`src/design/prf_pkg.sv`:
```
`timescale 1ns / 1ps

package prf_pkg;

  // Fixed field widths.
  localparam int BYTE_W     = 8;
  localparam int POS_W      = 13;
  localparam int PB_W       = 4;
  localparam int CFG_IDX_W  = 2;
  localparam int CFG_DATA_W = 13;
  localparam int EPOCH_W    = 4;

  // Default sizes of the row store and the pixel windows.
  localparam int DEF_MAX_ROW_BYTES   = 4096;
  localparam int DEF_MAX_PIXEL_BYTES = 8;

  // Configuration register indexes.
  localparam logic [CFG_IDX_W-1:0] CFG_MODE        = 2'd0;
  localparam logic [CFG_IDX_W-1:0] CFG_PIXEL_BYTES = 2'd1;
  localparam logic [CFG_IDX_W-1:0] CFG_ROW_BYTES   = 2'd2;

  // Filter type codes.
  localparam logic [BYTE_W-1:0] FT_NONE  = 8'd0;
  localparam logic [BYTE_W-1:0] FT_SUB   = 8'd1;
  localparam logic [BYTE_W-1:0] FT_UP    = 8'd2;
  localparam logic [BYTE_W-1:0] FT_AVG   = 8'd3;
  localparam logic [BYTE_W-1:0] FT_PAETH = 8'd4;

  // Row store control and status.
  typedef struct packed {
    logic rd_en;
    logic wr_en;
    logic flush;
  } rs_ctrl_t;

  typedef struct packed {
    logic clearing;
    logic wrap;
  } rs_stat_t;

  // Remainder unit status.
  typedef struct packed {
    logic busy;
    logic done;
  } mod_stat_t;

  // One result item in the output queue.
  typedef struct packed {
    logic [BYTE_W-1:0] data;
    logic              last;
  } out_item_t;

  // Rebuild one data byte from its filtered value and its neighbors.
  function automatic logic [BYTE_W-1:0] predict(
    input logic [BYTE_W-1:0] ftype,
    input logic [BYTE_W-1:0] x,
    input logic [BYTE_W-1:0] a,
    input logic [BYTE_W-1:0] b,
    input logic [BYTE_W-1:0] c
  );
    logic signed [10:0] sa, sb, sc, p, pa, pb, pc;
    logic [BYTE_W:0]    avg_sum;
    logic [BYTE_W-1:0]  pr;
    logic [BYTE_W-1:0]  res;
    sa = $signed({3'b000, a});
    sb = $signed({3'b000, b});
    sc = $signed({3'b000, c});
    p  = sa + sb - sc;
    pa = (p >= sa) ? p - sa : sa - p;
    pb = (p >= sb) ? p - sb : sb - p;
    pc = (p >= sc) ? p - sc : sc - p;
    if (pa <= pb && pa <= pc) begin
      pr = a;
    end else if (pb <= pc) begin
      pr = b;
    end else begin
      pr = c;
    end
    avg_sum = {1'b0, a} + {1'b0, b};
    case (ftype)
      FT_SUB:   res = x + a;
      FT_UP:    res = x + b;
      FT_AVG:   res = x + avg_sum[BYTE_W:1];
      FT_PAETH: res = x + pr;
      default:  res = x;
    endcase
    return res;
  endfunction

endpackage

```
`src/design/prf_mod.sv`:
```
`timescale 1ns / 1ps

// Iterative remainder unit: one dividend bit per cycle.
module prf_mod #(
  parameter int DW = 12,
  parameter int SW = 3
) (
  input  logic                        clk_i,
  input  logic                        rst_ni,
  input  logic                        start_i,
  input  logic [DW-1:0]               dividend_i,
  input  logic [prf_pkg::PB_W-1:0]    divisor_i,
  output prf_pkg::mod_stat_t          stat_o,
  output logic [SW-1:0]               rem_o
);

  localparam int PBW = prf_pkg::PB_W;
  localparam int CW  = $clog2(DW + 1);

  logic            busy_q;
  logic [CW-1:0]   cnt_q;
  logic [DW-1:0]   shift_q;
  logic [PBW-1:0]  div_q;
  logic [PBW-1:0]  rem_q;
  logic [PBW:0]    trial;
  logic [PBW-1:0]  rem_d;
  logic            last_step;

  // Restoring step: shift in one bit, subtract the divisor when it fits.
  always_comb begin
    trial = {rem_q, shift_q[DW-1]};
    if (trial >= {1'b0, div_q}) begin
      rem_d = PBW'(trial - {1'b0, div_q});
    end else begin
      rem_d = trial[PBW-1:0];
    end
    last_step = busy_q && (cnt_q == CW'(DW - 1));
  end

  always_ff @(posedge clk_i or negedge rst_ni) begin
    if (!rst_ni) begin
      busy_q <= 1'b0;
      cnt_q  <= '0;
    end else if (start_i) begin
      busy_q <= 1'b1;
      cnt_q  <= '0;
    end else if (busy_q) begin
      cnt_q <= cnt_q + CW'(1);
      if (last_step) begin
        busy_q <= 1'b0;
      end
    end
  end

  always_ff @(posedge clk_i) begin
    if (start_i) begin
      shift_q <= dividend_i;
      div_q   <= divisor_i;
      rem_q   <= '0;
    end else if (busy_q) begin
      shift_q <= shift_q << 1;
      rem_q   <= rem_d;
    end
  end

  assign stat_o.busy = busy_q;
  assign stat_o.done = last_step;
  assign rem_o       = SW'(rem_d);

endmodule

```
`config.mk`:
```
export PLATFORM = sky130hd
export DESIGN_NAME = prf_mod
export DESIGN_NICKNAME = d
export VERILOG_FILES = /design/src/design/prf_pkg.sv /design/src/design/prf_mod.sv
export SDC_FILE = /design/constraint.sdc
export NUM_CORES = 1
export LEC_CHECK = 0
export BUFFER_PORTS_ARGS = -buffer_cell sky130_fd_sc_hd__buf_4
export CAP_MARGIN = 30
export CORE_MARGIN = 8
export CORE_UTILIZATION = 56
export DETAILED_ROUTE_END_ITERATION = 10
export HOLD_SLACK_MARGIN = 0.1
export PLACE_DENSITY = 0.8
export SLEW_MARGIN = 5
export SYNTH_ARGS = -nofsm -noshare
export SYNTH_HDL_FRONTEND = slang
export SYNTH_SLANG_ARGS = --single-unit
```
`constraint.sdc`:
```
create_clock -name clk_i -period 2.85 [get_ports clk_i]
set_input_delay 0 -clock clk_i [delete_from_list [all_inputs] [get_ports clk_i]]
set_output_delay 0 -clock clk_i [all_outputs]
set_load 0.02 [all_outputs]
```
==> summary.md <==
| Metric | Value |
|---|---|
| Status | finished clean |
| Worst Path Class, Setup | flop to output port |
| Arrival time at the worst endpoint | 2.18 ns |
| Routed wire per std cell | ~16 um |
| Die ar. | around 4200 um^2 |
| Psw | approximately 400 uW |
| CP max stage cell | fa_1 |
| CTS buffer count | 3 |
| Core area | about 2200 um^2 |
| Crit-path max FO | 4 |
| Crit-path cells | inv_1 > ha_1 > inv_1 > fa_1 > o21ai_0 > o221a_2 > nor2_1 > buf_4 |
| First-pass GRT wire length | 4.84 mm |
| Slew @ Worst Pin | about 0.47 ns |
| Register area share after synthesis | between 50 and 60% |
| Max-cap violations | 0 |
| Power Total | around 1100 uW |
| Clock slew at reported path FFs | approximately 0.14 ns |
| Final WS setup | ~0.67 ns |
| # IOs | 24 |
| Postcts setup bufs | 0 |
| Syn avg cell area | approximately 12 um^2 |
| Worst-Skew Late Latency | 0.32 ns |
| Port bufs | 23 |
| Minimum clock period | roughly 2.2 ns |
| Sum Neg Setup Slack | 0 ns |
| # setup viols final | 0 |
| First-pass iteration count of the detailed router | 4 |
| Distinct cells, synth | 36 |
| Clock Skews | approximately 0.01 ns |
| Post-Synthesis Cells | ~110 |
| RSZ-0062 raised after global routing | no |
| Final HPWL from detailed placement | between 1.5 and 2 mm |
| WL final | 2.89 mm |
| YS warnings | 0 |
| Synth async-reset ratio | 20.0% |
| Maximum vdd drop | between 0.0004 and 0.0005 V |
| Via count | between 900 and 1,000 |
| WP buf/inv | 3 |
| Iteration-0 DRC Markers | 37 |
| Main synth FF type | edfxtp_1 |
| Post-route cell area | around 1700 um^2 |
| Initial antenna violation count | 0 |
| CTS tree | yes |
| R2R depth | 7 |
| Hold Path Origin | divisor_i[0] |
| CTS max path bufs | 2 |
| Die Width | about 65 um |
| Max Slew Vio Count | 0 |
| Top cell by count, worst path | inv_1 |
| Rows | 17 |
| Die H | about 65 um |
| PD cells | 668 nW/um^2 |
| DRC | 0 |
| Worst Hold Class | input pin to flop |
| Synth-to-Final Area Change | 28.4% |
| Layout Nets | approximately 180 |
| Clk pwr share | between 10% and 20% |
| Most common cell after layout, fill and taps aside | buf_4 |
| Antenna diodes | 0 |
| Highest clock rate | about 460 MHz |
| Root buf cell | clkbuf_4 |
| Period utilization | about 76% |
| Worst r2r dst | rem_q[2]$_SDFFE_PP0P_ |
| Vias per cell | around 5.5 |
| # resized after CTS | 0 |
| Initial Util | between 50% and 60% |
| Sequential Power Share | between 40% and 50% |
| Place WS | between 1 and 1.5 ns |
| Largest net degree at the start of global routing | 27 |
| R2r setup slk | 1.00 ns |
| Final hold vios | 0 |
| Fillers | ~150 |
| Crit end category | output port |
| Pleak | between 0.0007 and 0.0008 uW |
| Net count of the mapped netlist | approximately 140 |
| Pint | roughly 730 uW |
| CP max stage delay | ~0.43 ns |
| Placed inst area | roughly 1500 um^2 |
| Grt total ovfl | 0 |
| Share of cells above drive strength 1 | about 28% |
| Critical Path Source Type | flop |
| Routability-driven placement congestion ratio | about 0.93 |
| Detail Route Antenna Nets | 0 |
| Hold path cells | 2 |
| Crit path required time | around 2.9 ns |
| Comb pwr share | approximately 45% |
| Number of global-route vias before repair | 1,048 |
| Sw frac | 35.5% |
| Global routing usage summed across all routing layers | 14.4% |
| CP top delay family | adder cells |
| Post-synth EDFFs | 16 |
| Post-Syn Area | 1320 um^2 |
| #FFs+latches synth | 25 |
| Clock sink count | 25 |
| Most frequent cells in the layout | buf_4, dlygate4sd3_1, edfxtp_1 |
| Max-slew headroom | 68.8% |
| H-Tree Depth | 1 |
| WHS Endpoint | div_q[0]$_DFFE_PP_ |
| Hold buffer count at cts | 19 |
| FF-to-FF Start | shift_q[11]$_DFFE_PP_ |
| Critical path depth | 8 |
[layer usage]
layer	share of wire [%]	wire length, um	track usage [%]
met1	38	1110	15.8
met2	57	1660	27.5
met3	3.1	89	2.58
met4	1.2	34	4.09
met5	0	0	0
[layout make-up]
cell class / instances / area, um^2 / area share, %
repair buffers: 42 / 363 / 21.4
flip-flops and latches: 25 / 686 / 40.4
multi-input cells: 71 / 558 / 32.8
clock inverters: 1 / 5.00 / 0.295
clock buffers: 3 / 22.5 / 1.33
inverters: 8 / 30.0 / 1.77
well taps: 28 / 35.0 / 2.06
[synthesized netlist by cell type, types with 2 or more instances]
cell type,instances,share of area [%]
nand3_1,3,1.1
a21o_1,3,1.7
a311oi_1,2,1.3
mux2_2,11,9.4
ha_1,5,4.7
inv_1,8,2.3
dfrtp_1,5,9.5
nand2_1,7,2.0
nor2_1,11,3.1
edfxtp_1,16,36
buf_4,5,2.8
o41ai_1,2,1.3
o211ai_1,2,1.1
dfxtp_1,4,6.0
nand3b_1,2,1.1
xor2_1,2,1.3
clkbuf_1,2,0.57
o21ai_0,4,1.5
[power by group through the flow]
stage | clock network (uW) | logic, uW | registers [uW]
after floorplan | 0 | 391 | 468
after global placement | 0 | 461 | 477
after detailed placement | 0 | 475 | 481
after CTS | 162 | 498 | 473
after global routing | 177 | 552 | 480
final | 157 | 505 | 474
[state kept, by name, indices dropped and copies added (netlist names)]
name     flops
busy_q       1
cnt_q        4
div_q        4
rem_q        4
shift_q     12
[stage by stage]
| step | util, % | hold WS, ns | cells |
|---|---|---|---|
| after floorplan | - | -0.296 | 112 |
| after global routing | 76.1 | 0.376 | 178 |
| after CTS | 76.1 | 0.378 | 178 |
| after global placement | 66.3 | -0.198 | 155 |
| final | 76.1 | 0.391 | 178 |
| after detailed placement | 66.3 | -0.195 | 155 |
[cell families (layout without fill, tap and decap cells)]
kind of cell               count (synthesis)  after routing  synth area share, %
and+or+nand+nor                           31             31                 12.1
buffers and inverters                     16             54                 6.05
DFF                                       25             25                 51.8
adders and majority gates                  6              6                 6.24
AOI/OAI and AO/OA                         19             19                 11.7
muxes                                     12             12                 10.1
xor gates and xnor gates                   3              3                 1.99
[how the worst max path moves through the flow]
| stage | startpoint | end | slack, ns |
|---|---|---|---|
| floorplan | shift_q[11]$_DFFE_PP_ | rem_q[2]$_SDFFE_PP0P_ | 1.17 |
| global placement | shift_q[11]$_DFFE_PP_ | rem_q[2]$_SDFFE_PP0P_ | 1.11 |
| detailed placement | shift_q[11]$_DFFE_PP_ | rem_q[2]$_SDFFE_PP0P_ | 1.05 |
| CTS | shift_q[11]$_DFFE_PP_ | rem_o[2] | 0.69 |
| global route | shift_q[11]$_DFFE_PP_ | rem_o[2] | 0.52 |
| finish | shift_q[11]$_DFFE_PP_ | rem_o[2] | 0.67 |
Power figures use the tool's default switching activity.
